File: src/rtl/core/hncs_pkg.sv
// shared constants and types for the hamming nearest-class search unit
package hncs_pkg;

    // field widths
    localparam int WORD_W  = 32;
    localparam int CLASS_W = 6;
    localparam int DIST_W  = 16;
    localparam int POP_W   = $clog2(WORD_W + 1);

    // compared bits per word and class capacity
    localparam int WORD_BITS   = 32;
    localparam int MAX_CLASSES = 64;
    localparam int CLASS_SPAN  = 1 << CLASS_W;
    localparam int CLASS_LIMIT = (MAX_CLASSES < CLASS_SPAN) ? MAX_CLASSES : CLASS_SPAN;

    // mask of the compared low bits of a word
    localparam logic [WORD_W-1:0] WORD_MASK =
        (WORD_BITS >= WORD_W) ? {WORD_W{1'b1}}
                              : WORD_W'((64'd1 << WORD_BITS) - 64'd1);

    // saturation value of a distance
    localparam logic [DIST_W-1:0] DIST_MAX = {DIST_W{1'b1}};

    typedef logic [WORD_W-1:0]  t_word;
    typedef logic [CLASS_W-1:0] t_class;
    typedef logic [DIST_W-1:0]  t_dist;

endpackage

File: src/rtl/core/hncs_dist.sv
// popcount of the word difference added to the running distance, saturating
module hncs_dist
    import hncs_pkg::*;
(
    input  t_word i_query_word,
    input  t_word i_class_word,
    input  t_dist i_running,
    output t_dist o_next_running
);

    t_word              diff;
    logic [POP_W-1:0]   ones;
    logic [DIST_W:0]    sum;

    // bits that differ in the compared part of the word
    assign diff = (i_query_word ^ i_class_word) & WORD_MASK;
    assign ones = POP_W'($countones(diff));

    // accumulate and clamp at the top of the range
    assign sum            = {1'b0, i_running} + (DIST_W + 1)'(ones);
    assign o_next_running = sum[DIST_W] ? DIST_MAX : sum[DIST_W-1:0];

endmodule

File: src/rtl/core/hamming_nearest_class_search_unit.sv
// Hamming-distance nearest-class search over streamed hypervector words.
// Each transaction carries one query word and the matching class word; the unit
// takes one transaction per clock. A transaction is held in an input register,
// then a single stage does the 32-bit popcount, the saturating add to the
// running distance and the compare against the best class so far, and writes the
// search state. The word that carries both last marks leaves a result in the output
// register when it leaves the input register; only a result that waits for the
// consumer holds up the next such word, so the rate is one word per cycle while
// the output side keeps up. Ties keep the earlier class; classes beyond the class
// limit still accumulate but cannot win, and the result reports class_overflow.
module hamming_nearest_class_search_unit
    import hncs_pkg::*;
(
    input  logic   i_clk,
    input  logic   i_rst_n,
    // input channel
    input  logic   i_in_valid,
    output logic   o_in_ready,
    input  t_word  i_query_word,
    input  t_word  i_class_word,
    input  logic   i_last_word,
    input  logic   i_last_class,
    // result channel
    output logic   o_out_valid,
    input  logic   i_out_ready,
    output t_class o_best_class,
    output t_dist  o_best_distance,
    output logic   o_class_overflow
);

    // input register
    logic   r_s1_valid;
    t_word  r_query_word;
    t_word  r_class_word;
    logic   r_last_word;
    logic   r_last_class;

    // search state
    t_dist  r_running, n_running;
    t_dist  r_smallest, n_smallest;
    t_class r_winner, n_winner;
    t_class r_counter, n_counter;
    logic   r_first, n_first;
    logic   r_ovf, n_ovf;

    // result register
    logic   r_out_valid;
    t_class r_best_class;
    t_dist  r_best_distance;
    logic   r_class_overflow;

    t_dist  acc_dist;
    logic   s1_result;
    logic   s1_fire;
    logic   s1_take;
    logic   in_fire;
    logic   [CLASS_W:0] counter_inc;

    // distance of the class in progress including this word
    hncs_dist u_dist (
        .i_query_word   (r_query_word),
        .i_class_word   (r_class_word),
        .i_running      (r_running),
        .o_next_running (acc_dist)
    );

    // stage handshake: the stage waits only when it has a result and the output is held
    assign s1_result  = r_s1_valid && r_last_word && r_last_class;
    assign s1_fire    = r_s1_valid && (!s1_result || !r_out_valid || i_out_ready);
    assign o_in_ready = !r_s1_valid || s1_fire;
    assign in_fire    = i_in_valid && o_in_ready;

    // unless past the limit, the ending class becomes the winner: first or strictly smaller
    assign s1_take = !r_ovf && (r_first || (acc_dist < r_smallest));

    assign counter_inc = {1'b0, r_counter} + (CLASS_W + 1)'(1);

    // next search state
    always_comb begin
        n_running  = r_running;
        n_smallest = r_smallest;
        n_winner   = r_winner;
        n_counter  = r_counter;
        n_first    = r_first;
        n_ovf      = r_ovf;
        if (s1_fire) begin
            n_running = acc_dist;
            if (r_last_word) begin
                // class end: compete unless past the class limit
                if (!r_ovf) begin
                    if (s1_take) begin
                        n_smallest = acc_dist;
                        n_winner   = r_counter;
                    end
                    n_first = 1'b0;
                end
                n_running = '0;
                if (r_last_class) begin
                    n_running  = '0;
                    n_smallest = '0;
                    n_winner   = '0;
                    n_counter  = '0;
                    n_first    = 1'b1;
                    n_ovf      = 1'b0;
                end else if (counter_inc >= (CLASS_W + 1)'(CLASS_LIMIT)) begin
                    n_ovf = 1'b1;
                end else begin
                    n_counter = counter_inc[CLASS_W-1:0];
                end
            end
        end
    end

    // input register
    always_ff @(posedge i_clk) begin
        if (!i_rst_n) begin
            r_s1_valid <= 1'b0;
        end else if (o_in_ready) begin
            r_s1_valid <= i_in_valid;
        end
        if (in_fire) begin
            r_query_word <= i_query_word;
            r_class_word <= i_class_word;
            r_last_word  <= i_last_word;
            r_last_class <= i_last_class;
        end
    end

    // search state registers
    always_ff @(posedge i_clk) begin
        if (!i_rst_n) begin
            r_running  <= '0;
            r_smallest <= '0;
            r_winner   <= '0;
            r_counter  <= '0;
            r_first    <= 1'b1;
            r_ovf      <= 1'b0;
        end else begin
            r_running  <= n_running;
            r_smallest <= n_smallest;
            r_winner   <= n_winner;
            r_counter  <= n_counter;
            r_first    <= n_first;
            r_ovf      <= n_ovf;
        end
    end

    // result register: winner after the final class has competed
    always_ff @(posedge i_clk) begin
        if (!i_rst_n) begin
            r_out_valid <= 1'b0;
        end else if (s1_fire && s1_result) begin
            r_out_valid <= 1'b1;
        end else if (i_out_ready) begin
            r_out_valid <= 1'b0;
        end
        if (s1_fire && s1_result) begin
            r_best_class     <= s1_take ? r_counter : r_winner;
            r_best_distance  <= s1_take ? acc_dist : r_smallest;
            r_class_overflow <= r_ovf;
        end
    end

    assign o_out_valid      = r_out_valid;
    assign o_best_class     = r_best_class;
    assign o_best_distance  = r_best_distance;
    assign o_class_overflow = r_class_overflow;

`ifndef SYNTHESIS
    // a fresh search has no progress recorded
    a_fresh_search: assert property (@(posedge i_clk) disable iff (!i_rst_n)
        r_first |-> (r_counter == '0) && !r_ovf && (r_winner == '0) && (r_smallest == '0))
        else $error("fresh search carries stale state");

    // overflow only once the counter sits at its limit
    a_ovf_at_limit: assert property (@(posedge i_clk) disable iff (!i_rst_n)
        r_ovf |-> (r_counter == CLASS_W'(CLASS_LIMIT - 1)))
        else $error("overflow flagged below the class limit");

    // the winner is never a class that has not been seen
    a_winner_seen: assert property (@(posedge i_clk) disable iff (!i_rst_n)
        r_winner <= r_counter)
        else $error("winner index ahead of class counter");

    // a completed search always leaves a result
    a_result_follows: assert property (@(posedge i_clk) disable iff (!i_rst_n)
        s1_fire && s1_result |=> o_out_valid && r_first)
        else $error("search end produced no result");
`endif

endmodule
File: config.mk
export PLATFORM = sky130hd
export DESIGN_NAME = hamming_nearest_class_search_unit
export DESIGN_NICKNAME = d
export VERILOG_FILES = /design/src/rtl/core/hncs_pkg.sv /design/src/rtl/core/hncs_dist.sv /design/src/rtl/core/hamming_nearest_class_search_unit.sv
export SDC_FILE = /design/constraint.sdc
export NUM_CORES = 1
export LEC_CHECK = 0
export BUFFER_PORTS_ARGS = -buffer_cell sky130_fd_sc_hd__buf_4
export CAP_MARGIN = 20
export CORE_AREA = 2 2 114 116
export CTS_CLUSTER_DIAMETER = 100
export DETAILED_ROUTE_END_ITERATION = 16
export DIE_AREA = 0 0 116 118
export PLACE_DENSITY_LB_ADDON = 0.15
export SETUP_SLACK_MARGIN = 0.4
export SLEW_MARGIN = 40
export SYNTH_ARGS = -nofsm -noshare
export SYNTH_HDL_FRONTEND = slang
export SYNTH_HIERARCHICAL = 1
export SYNTH_SLANG_ARGS = --single-unit
File: constraint.sdc
create_clock -name i_clk -period 9 [get_ports i_clk]
set_input_delay 0.45 -clock i_clk [delete_from_list [all_inputs] [get_ports i_clk]]
set_output_delay 0.45 -clock i_clk [all_outputs]
set_load 0.005 [all_outputs]
; ---- After elaboration in Yosys (flattened, before gate mapping)
; Index checks and enable logic that the tools add are counted.
[totals]
reg_bits = 137
[classes]
reduce_logical = 19
n_addsub = 33
n_bitwise = 1
n_eq_ne = 2
order_cmp = 2
mux = 16
[ops]
columns = operator, n
row1 = $add 6x6->6, 15
row2 = $mux 16, 5
row3 = $add 1x1->2, 16
row4 = $xor 32x32->32, 1
row5 = $mux 6, 5
row6 = $add 16x6->17, 1
row7 = $lt 16x16->1, 1
row8 = $reduce_and 3->1, 3
row9 = $add 6x1->7 const B, 1
row10 = $ge 7x7->1 const B, 1
row11 = $logic_and 1x1->1, 6
row12 = $mux 1, 6
row13 = $logic_not 1->1, 4
row14 = $logic_or 1x1->1, 4
row15 = $ne 2x2->1 const B, 2
row16 = $reduce_bool 2->1, 2

; ---- Longest topological paths before layout
; Gate-level depths: netlist of the first run.
[logic_depth]
word_depth = 14
ltp_mapped = 26
mapped_depth_nobuf = 24

; ---- Modules after synthesis
; The synthesis of the first run kept the hierarchy.
[by_module_without_submodules]
columns = module, instances, seq_area_each_um2, cells_each, area_per_inst_um2
row1 = hamming_nearest_class_search_unit, 1, 3633.5, 440, 5636.7
row2 = hncs_dist, 1, 0.0, 161, 1488.9

; ---- Least setup slack after synthesis of the first run
; Ideal clock, no wire load.
[synth_timing]
path_kind = register to register
from = register r_class_word[16]
to = register r_best_distance[6] (netlist: o_best_distance[6]), data pin
t_arrival_ns = 6.947
setup_slack_ns = 1.877
required_time_ns = 8.824
path_stages_with_launch = 27
synth_period_minus_slack_ns = 7.123
n_path_buf = 2
path_cell_list = edfxtp_1 -> xor2_1 -> fa_1 -> inv_1 -> fa_1 -> fa_1 -> inv_1 -> fa_1 -> inv_1 -> fa_1 -> fa_1 -> fa_1 -> inv_1 -> fa_1 -> a211oi_1 -> o21ai_1 -> o21ba_1 -> buf_4 -> nand4_2 -> mux2_4 -> ha_1 -> nand4_1 -> nor3_1 -> a31oi_2 -> buf_2 -> a211o_1 -> o311ai_2
[synth_between]
elab_chain_len = 12
[synth_rtl]
columns = element, line
row1 = from (decl), hamming_nearest_class_search_unit.sv:34  ; t_word r_class_word;
row2 = from (signal assigned), hamming_nearest_class_search_unit.sv:123  ; r_class_word <= i_class_word;
row3 = $xor 32x32->32, hncs_dist.sv:16  ; assign diff = (i_query_word ^ i_class_word) & WORD_MASK;
row4 = $add 1x1->2 (implied by the code), hncs_dist.sv:17  ; assign ones = POP_W'($countones(diff));
row5 = $add 6x6->6 (implied by the code) (4 in a row), hncs_dist.sv:17
row6 = $add 16x6->17, hncs_dist.sv:20  ; assign sum = {1'b0, i_running} + (DIST_W + 1)'(ones);
row7 = $mux 16, hncs_dist.sv:21  ; assign o_next_running = sum[DIST_W] ? DIST_MAX : sum[DIST_W-1:0];
row8 = named net acc_dist[14], hamming_nearest_class_search_unit.sv:52  ; t_dist acc_dist;
row9 = $lt 16x16->1, hamming_nearest_class_search_unit.sv:74  ; assign s1_take = !r_ovf && (r_first || (acc_dist < r_smallest));
row10 = $logic_or 1x1->1, hamming_nearest_class_search_unit.sv:74
row11 = $logic_and 1x1->1, hamming_nearest_class_search_unit.sv:74
row12 = $mux 16, --
row13 = to (signal assigned), hamming_nearest_class_search_unit.sv:159  ; r_best_distance <= s1_take ? acc_dist : r_smallest;
row14 = to (decl), hamming_nearest_class_search_unit.sv:49  ; t_dist r_best_distance;
; The timed path passes the listed nets, and every way through them passes these cells.
; A chain may end at the register's enable or synchronous reset.

; ---- Worst setup path in the final report of the first run
[layout_timing]
from = register r_class_word[10]
to = register r_best_distance[15] (netlist: o_best_distance[15]), data pin
; Same word-level chain as after synthesis.

==> out/metrics.cfg, run 1 <==
[worst_setup_path]
worstRegToRegCells = 24
end_kind = flop
crit_path_start_kind = flop
r2r_end = o_best_distance[15]$_DFFE_PP_
r2r-start = r_class_word[10]$_DFFE_PP_
required_ns = 9.18
worst_ep_arrival_time_ns = 8.32
critPathKind = flop to flop
reg2reg_slack_ns = 0.86
cp_max_fo = 22

[global_route]
antenna_found_initial = 0
grt_max_degree = 50
grt_pass1_vias = 4948
grt-ovfl-total = 0
track_usage = 0.2215
grt_pass1_wl_mm = 23.60

[clock_network]
cts.path.max_buffers = 2
cts_htree_levels = 4
cts_sinks = 137
cts_buffers = 17
clockRootBuffer = clkbuf_16
cts_tree = built
insertion_delay_ns = 0.42
clk_pin_slew_ns = 0.06

[synth]
synth_common_cells = edfxtp_1, inv_1, dfxtp_1, nand2_1, ha_1
yosysMostFrequentCell = edfxtp_1
ys_warn_count = 6
syn_inst = 601
ys_types = 53
synth_top_cell_area_share = 0.3751
synth-edff-count = 89
syn-num-nets = 728
synthTopCellsByArea = edfxtp_1, dfxtp_1, fa_1
dominantRegCellSynth = edfxtp_1
synth_seq_cells = 137
yosysSeqAreaShare = 0.5099
async_flop_share = 0
synth_area_um2 = 7126
postSynthAreaPerCell_um2 = 11.86
synth_top_area_cell = edfxtp_1

[placement]
port_buffers = 94
dpl.hpwl_mm = 10.17
place_congestion = 0.8776
post_dp_cell_area_um2 = 7983

[die]
die_h_um = 118
start_util = 0.5740
io_pins = 95
die_w_um = 116
num_rows = 41
die_area_um2 = 13690
fp.coreArea_um2 = 12410

[final_layout]
multiInputGateArea_um2 = 3152
antenna_cells = 0
n_fill_cell = 888
design_area_um2 = 8601
regArea_um2 = 3635
layout.nets = 822
drive_gt1_frac = 0.2090
area_delta_synth_final_pct = 20.70

[detailed_routing]
viasPerCell = 5.636
wirelength_mm = 14.25
post-route-drc-count = 0
vias = 4960
drtAntennaViolNets = 0
dr.first_iter.drc_count = 432
post_drt_wl_per_cell_um = 16.19
dr.pass1.iters = 5

[min_path]
hp-start = i_class_word[4]
hold_path.class = input pin to flop
min_path_cells = 1
min_to = r_class_word[4]$_DFFE_PP_

[sta]
slew_viol_final = 0
period_needed_ns = 8.145
rsz0062_at_grt = false
period_share = 0.9050
tns_ns = 0
skew_ns = 0.009275
finalSetupViolations = 0
relSlewSlack = 0.5396
hold_viol = 0
max_freq_mhz = 122.8
whs_ns = 0.2010
tightest_slew_ns = 0.6891

[outcome]
run_status = completed

[run]
cap_viol_max_count = 0

metrics by stage:
| stage | setup slack (ns) | std cells | utilization |
|---|---|---|---|
| after floorplan | 1.877 | 601 | - |
| after global placement | 0.7329 | 847 | 0.6422 |
| after detailed placement | 0.6079 | 847 | 0.6430 |
| after CTS | 0.5829 | 879 | 0.6919 |
| after global routing | 0.4459 | 880 | 0.6928 |
| final | 0.8553 | 880 | 0.6928 |
state kept, by name, indices dropped and copies added (netlist names):
| signal | cells |
|---|---|
| o_best_class | 6 |
| o_best_distance | 16 |
| o_class_overflow | 1 |
| o_out_valid | 1 |
| r_class_word | 32 |
| r_counter | 6 |
| r_first | 1 |
| r_last_class | 1 |
| r_last_word | 1 |
| r_ovf | 1 |
| r_query_word | 32 |
| r_running | 16 |
| r_s1_valid | 1 |
| r_smallest | 16 |
| r_winner | 6 |
cells by family (layout without fill, tap and decap cells):
family          count (synthesis)  in the layout  share of synthesized area
flops                         137            137                     0.5099
simple gates                  109            109                    0.07902
compound gates                168            168                     0.1795
buf+inv                        88            195                    0.05162
xor+xnor                       41             41                    0.05039
mux                             1              1                   0.002106
fa+ha+maj                      57             57                     0.1275
critical path, stage by stage, from the launching register on:
cell and delay, ns:
edfxtp_1 0.41, xnor2_1 0.25, fa_1 0.47, fa_1 0.51
inv_1 0.05, fa_1 0.48, fa_1 0.56, inv_1 0.06
fa_1 0.50, fa_1 0.59, fa_1 0.19, inv_1 0.05
fa_1 0.41, a211oi_1 0.26, o21ai_1 0.12, o21ba_1 0.28
nor2b_1 0.18, a21oi_1 0.41, ha_1 0.34, nand2_1 0.06
o21ai_0 0.16, a22oi_2 0.42, buf_4 0.28, nand2_2 0.33
o311ai_1 0.50
what timing repair did:
item / in CTS / in global routing
resized for setup: 0 / 2
setup endpoints to repair: 0 / 7
buffers inserted: 0 / 0
hold buffers: 0 / 0
endpoints found under the hold margin: 0 / 0
worst max path at each step:
stage	from	slack [ns]	cells after the start	end
after global placement	r_class_word[0]$_DFFE_PP_	0.73	23	o_best_distance[15]$_DFFE_PP_
after detailed placement	r_class_word[10]$_DFFE_PP_	0.61	24	o_best_distance[15]$_DFFE_PP_
after floorplan	r_class_word[16]$_DFFE_PP_	1.88	26	o_best_distance[6]$_DFFE_PP_
final	r_class_word[10]$_DFFE_PP_	0.86	24	o_best_distance[15]$_DFFE_PP_
after global routing	r_class_word[0]$_DFFE_PP_	0.45	23	o_best_distance[3]$_DFFE_PP_
after CTS	r_class_word[10]$_DFFE_PP_	0.58	24	o_best_distance[15]$_DFFE_PP_
per-layer routing:
layer | GRT usage | up-vias | wire length [µm]
li1 | - | 2390 | -
met1 | 0.2802 | 2382 | 5888
met2 | 0.3688 | 170 | 7333
met3 | 0.05613 | 18 | 797
met4 | 0.07589 | 0 | 227
met5 | 0 | - | 0
cell type report:
cell class	count	share of cell area
Inverter	61	0.02662
Clock buffer	20	0.05310
Multi-Input combinational cell	376	0.3665
Clock inverter	12	0.01746
Tap cell	172	0.02502
Timing Repair Buffer	102	0.08874
Sequential cell	137	0.4226
cells in the final DEF (no fill, tap or decap), types with 3 or more instances in the layout:
master      Yosys  layout
buf_4           1     101
dfxtp_1        48      47
clkbuf_16       0      17
ha_1           31      31
nand3_1        21      21
a21boi_0       18      18
clkinvlp_4      0       5
o21a_1          4       4
xor2_1         18      18
o211ai_1        5       5
nand4_1         5       5
o2bb2ai_1      22      22
inv_1          60      60
a21oi_1        21      21
nand2b_1        8       8
a21o_1          4       4
o311ai_2        3       3
fa_1           26      26
nor2_1         11      11
bufinv_16       0       3
a22oi_1        23      23
xnor2_1        23      23
a31oi_1         6       5
edfxtp_1       89      89
nand2_1        33      33
a211o_1        15      15
nor2b_1        14      11
and2_1          4       4
o311ai_1       17      18
o21ai_0        15      15
Power of run 1 is left out: the tool's default activity adds up to more than one toggle a clock period on the data nets, which glitch-free logic cannot reach.
==> run 2: changes to the inputs <==
CORE_AREA = 2 2 112 114   (was 2 2 114 116)
DIE_AREA = 0 0 114 116   (was 0 0 116 118)
clock period = 10.15 ns   (was 9 ns; I/O delays follow)
==> out/metrics.cfg, run 2 (synthesis gave the netlist of run 1 again) <==
[outcome]
run_status = completed  ; unchanged

[final_layout]
largestRegisters = r_class_word: 32 flops, r_query_word: 32 flops  ; unchanged
post-route-util = 0.7169  ; was 0.6928
antenna_cells = 0  ; unchanged
final_cell_mix = buf_4, edfxtp_1, inv_1  ; unchanged
drive_gt1_frac = 0.2014  ; was 0.2090
design_area_um2 = 8539  ; was 8601 µm²
area_delta_synth_final_pct = 19.84  ; was 20.70%
layout.nets = 819  ; was 822
mostFrequentLayoutCell = buf_4  ; unchanged
n_fill_cell = 836  ; was 888

[worst_setup_path]
required_ns = 10.33  ; was 9.18 ns
crit_slowest_cell = fa_1  ; unchanged
cp_max_fo = 22  ; unchanged
end_kind = flop  ; unchanged
worst_ep_arrival_time_ns = 8.37  ; was 8.32 ns
cp_common_cell = fa_1  ; unchanged
r2r-start = r_class_word[22]$_DFFE_PP_  ; was r_class_word[10]$_DFFE_PP_
critPathKind = flop to flop  ; unchanged
worstSetupStartpoint = r_class_word[22]$_DFFE_PP_  ; was r_class_word[10]$_DFFE_PP_
crit_path_start_kind = flop  ; unchanged
crit_buf_inv = 3  ; was 4
worst_path_largest_cell_delay_ns = 0.53  ; was 0.59 ns
cp_cell_sequence = xnor2_1, fa_1, fa_1, fa_1, inv_1, fa_1, inv_1, fa_1, fa_1, fa_1, inv_1, fa_1, a211oi_1, o21ai_1, o21ba_1, and4b_1, a21oi_1, ha_1, a21oi_1, o21ai_0, a31oi_4, nand2_2, o311ai_0  ; was xnor2_1, fa_1, fa_1, inv_1, fa_1, fa_1, inv_1, fa_1, fa_1, fa_1, inv_1, fa_1, a211oi_1, o21ai_1, o21ba_1, nor2b_1, a21oi_1, ha_1, nand2_1, o21ai_0, a22oi_2, buf_4, nand2_2, o311ai_1
cpLargestDelayFamily = adder cells  ; unchanged

[clock_network]
clockRootBuffer = clkbuf_16  ; unchanged
cts_buffers = 17  ; unchanged
cts_resized = 0  ; unchanged
clk_pin_slew_ns = 0.06  ; about the same
cts_tree = built  ; unchanged
insertion_delay_ns = 0.42  ; about the same
hold_buffers = 0  ; unchanged
cts.path.max_buffers = 2  ; unchanged
postCtsSetupRepairBufs = 0  ; unchanged
cts_htree_levels = 4  ; unchanged
cts_sinks = 137  ; unchanged

[sta]
relSlewSlack = 0.4817  ; was 0.5396
tightest_slew_ns = 0.7775  ; was 0.6891 ns
max_freq_mhz = 122.1  ; was 122.8 MHz
tns_ns = 0  ; unchanged
period_share = 0.8070  ; was 0.9050
period_needed_ns = 8.191  ; was 8.145 ns
hold_viol = 0  ; unchanged
finalSetupViolations = 0  ; unchanged
whs_ns = 0.2620  ; was 0.2010 ns
skew_ns = 0.006531  ; was 0.009275 ns
rsz0062_at_grt = false  ; unchanged
slew_viol_final = 0  ; unchanged

[global_route]
track_usage = 0.2340  ; was 0.2215
grt_max_degree = 66  ; was 50
grt-ovfl-total = 0  ; unchanged
grt_pass1_wl_mm = 23.89  ; was 23.60 mm
grt_pass1_vias = 5000  ; was 4948
antenna_found_initial = 0  ; unchanged

[placement]
post_dp_cell_area_um2 = 7934  ; was 7983 µm²
place_congestion = 0.8970  ; was 0.8776
dpl.hpwl_mm = 10.13  ; was 10.17 mm
port_buffers = 94  ; unchanged

[detailed_routing]
vias = 5003  ; was 4960
post-route-drc-count = 0  ; unchanged
viasPerCell = 5.872  ; was 5.636
wirelength_mm = 14.62  ; was 14.25 mm
dr.first_iter.drc_count = 364  ; was 432
drtAntennaViolNets = 0  ; unchanged
post_drt_wl_per_cell_um = 17.16  ; was 16.19 µm
dr.pass1.iters = 5  ; unchanged

[die]
io_pins = 95  ; unchanged
die_area_um2 = 13220  ; was 13690 µm²
die_h_um = 116  ; was 118 µm
num_rows = 40  ; was 41
die_w_um = 114  ; was 116 µm
fp.coreArea_um2 = 11910  ; was 12410 µm²
start_util = 0.5982  ; was 0.5740

[min_path]
hold_path.class = input pin to flop  ; unchanged
hp-start = i_class_word[3]  ; was i_class_word[4]

[run]
cap_viol_max_count = 0  ; unchanged

[run 2: cell count changes in the layout (fill, tap and decap cells not counted), sizes merged]
cell / before / now
clkbuf: 20 / 21
inv: 60 / 61
buf: 102 / 99
clkinvlp: 5 / 3
[run 2: per-layer routing]
metal / track usage / vias to the layer above / wire, µm
li1: - / 2388 / -
met3: 0.05282 / 26 / 793
met2: 0.4024 / 171 / 7610
met4: 0.1098 / 0 / 350
met1: 0.2818 / 2418 / 5864
met5: 0 / - / 0
[run 2: per-stage QoR]
stage	cells	setup WS, ns
after global routing	852	1.488
after detailed placement	819	1.824
after CTS	851	1.652
after floorplan	601	3.027
final	852	1.959
after global placement	818	2.042
[run 2: worst paths after layout]
kind / end / slack, ns / cells past startpoint
max reg2reg: o_best_distance[15]$_DFFE_PP_ / 1.96 / 23
min reg2reg: r_running[2]$_SDFFE_PN0P_ / 0.47 / 2
min: r_class_word[3]$_DFFE_PP_ / 0.26 / 1
max: o_best_distance[15]$_DFFE_PP_ / 1.96 / 23
[run 2: final cells by class]
class,instances,area (µm²),area share
clock buffer,21,440.4,0.05158
clock inverter,11,147.6,0.01729
inverter,61,229.0,0.02681
multi-input combinational,376,3161,0.3701
sequential,137,3635,0.4256
tap,147,183.9,0.02154
timing repair buffer,99,743.2,0.08703
[run 2: worst reg2reg max path: cells and delay by family (launching register included)]
family / cells / cell delay, ns
flip-flops: 1 / 0.39
buffers and inverters: 3 / 0.19
adder cells (fa/ha/maj): 9 / 4.02
XOR/XNOR: 1 / 0.30
AO/OA/AOI/OAI: 8 / 2.41
AND/OR/NAND/NOR: 2 / 0.65
Power of run 2 is left out for the same reason.
==> run 3: changes to the inputs <==
CORE_AREA = 2 2 121 123   (was 2 2 112 114)
DIE_AREA = 0 0 123 125   (was 0 0 114 116)
clock period = 6.85 ns   (was 10.15 ns; I/O delays follow)
==> out/metrics.cfg, run 3 (synthesis gave the netlist of run 1 again) <==
[placement]
place_congestion = 0.8486  ; was 0.8970
post_dp_cell_area_um2 = 8356  ; was 7934 µm²
dpl.hpwl_mm = 11.11  ; was 10.13 mm
port_buffers = 94  ; unchanged

[detailed_routing]
wirelength_mm = 15.52  ; was 14.62 mm
drtAntennaViolNets = 0  ; unchanged
viasPerCell = 5.624  ; was 5.872
post_drt_wl_per_cell_um = 16.73  ; was 17.16 µm
dr.first_iter.drc_count = 461  ; was 364
post-route-drc-count = 0  ; unchanged
dr.pass1.iters = 5  ; unchanged
vias = 5219  ; was 5003

[final_layout]
layout.nets = 858  ; was 819
n_fill_cell = 1086  ; was 836
antenna_cells = 0  ; unchanged
final_cell_mix = buf_4, edfxtp_1, inv_1  ; unchanged
drive_gt1_frac = 0.3024  ; was 0.2014
post-route-util = 0.6483  ; was 0.7169
mostFrequentLayoutCell = buf_4  ; unchanged
design_area_um2 = 9208  ; was 8539 µm²
area_delta_synth_final_pct = 29.22  ; was 19.84%
largestRegisters = r_class_word: 32 flops, r_query_word: 32 flops  ; unchanged

[sta]
setup_slack_ns = -0.08416  ; was 1.959 ns
hold_viol = 0  ; unchanged
period_share = 1.012  ; was 0.8070
finalSetupViolations = 38  ; was 0
whs_ns = 0.09368  ; was 0.2620 ns
relSlewSlack = 0.5357  ; was 0.4817
tightest_slew_ns = 0.6949  ; was 0.7775 ns
skew_ns = 0.006895  ; was 0.006531 ns
period_needed_ns = 6.934  ; was 8.191 ns
rsz0062_at_grt = true  ; was false
tns_ns = -1.094  ; was 0 ns
slew_viol_final = 0  ; unchanged
max_freq_mhz = 144.2  ; was 122.1 MHz

[clock_network]
cts_htree_levels = 4  ; unchanged
cts.path.max_buffers = 2  ; unchanged
insertion_delay_ns = 0.42  ; about the same
clockRootBuffer = clkbuf_16  ; unchanged
cts_tree = built  ; unchanged
hold_buffers = 0  ; unchanged
clk_pin_slew_ns = 0.06  ; about the same
cts_buffers = 17  ; unchanged
cts_sinks = 137  ; unchanged

[worst_setup_path]
crit_buf_inv = 5  ; was 3
worst_path_largest_cell_delay_ns = 0.54  ; was 0.53 ns
end_kind = flop  ; unchanged
critPathKind = flop to flop  ; unchanged
crit_path_start_kind = flop  ; unchanged
cp_max_fo = 15  ; was 22
cp_common_cell = fa_1  ; unchanged
cpLargestDelayFamily = adder cells  ; unchanged
worst_ep_arrival_time_ns = 7.17  ; was 8.37 ns
crit_slowest_cell = fa_1  ; unchanged
required_ns = 7.08  ; was 10.33 ns

[global_route]
grt_max_degree = 48  ; was 66
grt_pass1_vias = 5244  ; was 5000
track_usage = 0.2144  ; was 0.2340
grt_pass1_wl_mm = 25.63  ; was 23.89 mm
grt-ovfl-total = 0  ; unchanged
antenna_found_initial = 0  ; unchanged

[min_path]
hold_path.class = input pin to flop  ; unchanged

[outcome]
violations = setup timing
run_status = finished, violations left  ; was completed

[run]
cap_viol_max_count = 0  ; unchanged

[die]
die_area_um2 = 15380  ; was 13220 µm²
die_h_um = 125  ; was 116 µm
start_util = 0.5017  ; was 0.5982
die_w_um = 123  ; was 114 µm
io_pins = 95  ; unchanged
fp.coreArea_um2 = 14200  ; was 11910 µm²
num_rows = 44  ; was 40

==> run 3: cell type report <==
class,instances,area (µm²),share of cell area
Sequential cell,137,3635,0.3948
Multi-Input combinational cell,377,3496,0.3797
Timing Repair Buffer,137,1076,0.1169
Clock buffer,18,429.2,0.04661
Tap cell,184,230.2,0.02500
Inverter,61,229.0,0.02487
Clock inverter,14,112.6,0.01223
==> run 3: timing repair <==
item                       CTS  global route
setup endpoints to repair   44            44
resized for setup           47             7
gates cloned                 2             0
pin swaps                    3             1
setup buffers                4             0
==> run 3: worst register-to-register path: cells and delay by family, from the launching register on <==
kind            cells  cell delay (ns)
buf+inv             5             0.36
xor+xnor            1             0.19
simple gates        3             0.50
flops               1             0.38
compound gates      6             1.15
fa+ha+maj           9             3.86
mux                 1             0.33
==> run 3: final timing paths <==
kind | cells past startpoint | end | slack [ns] | start
max | 25 | o_best_distance[4]$_DFFE_PP_ | -0.08 | r_query_word[20]$_DFFE_PP_
min | 1 | r_query_word[4]$_DFFE_PP_ | 0.09 | i_query_word[4]
min reg2reg | 2 | r_running[3]$_SDFFE_PN0P_ | 0.48 | r_running[3]$_SDFFE_PN0P_
max reg2reg | 25 | o_best_distance[4]$_DFFE_PP_ | -0.08 | r_query_word[20]$_DFFE_PP_
==> run 3: layer usage <==
metal | part of all wire | GRT usage | routed length (µm) | vias to the layer above
met5 | 0 | 0 | 0 | -
met4 | 0.020 | 0.08289 | 310 | 0
met3 | 0.045 | 0.04790 | 699 | 24
met2 | 0.50 | 0.3494 | 7811 | 163
met1 | 0.43 | 0.2782 | 6702 | 2554
li1 | - | - | - | 2478
==> run 3: metrics by stage <==
step	std cells	worst slack, ns
2_1_floorplan	601	0.1756
3_3_place_gp	890	-0.1844
3_5_place_dp	890	-0.2230
4_1_cts	928	-0.1093
5_1_grt	928	-0.3493
6_report	928	-0.08416
Power of run 3 is left out for the same reason.
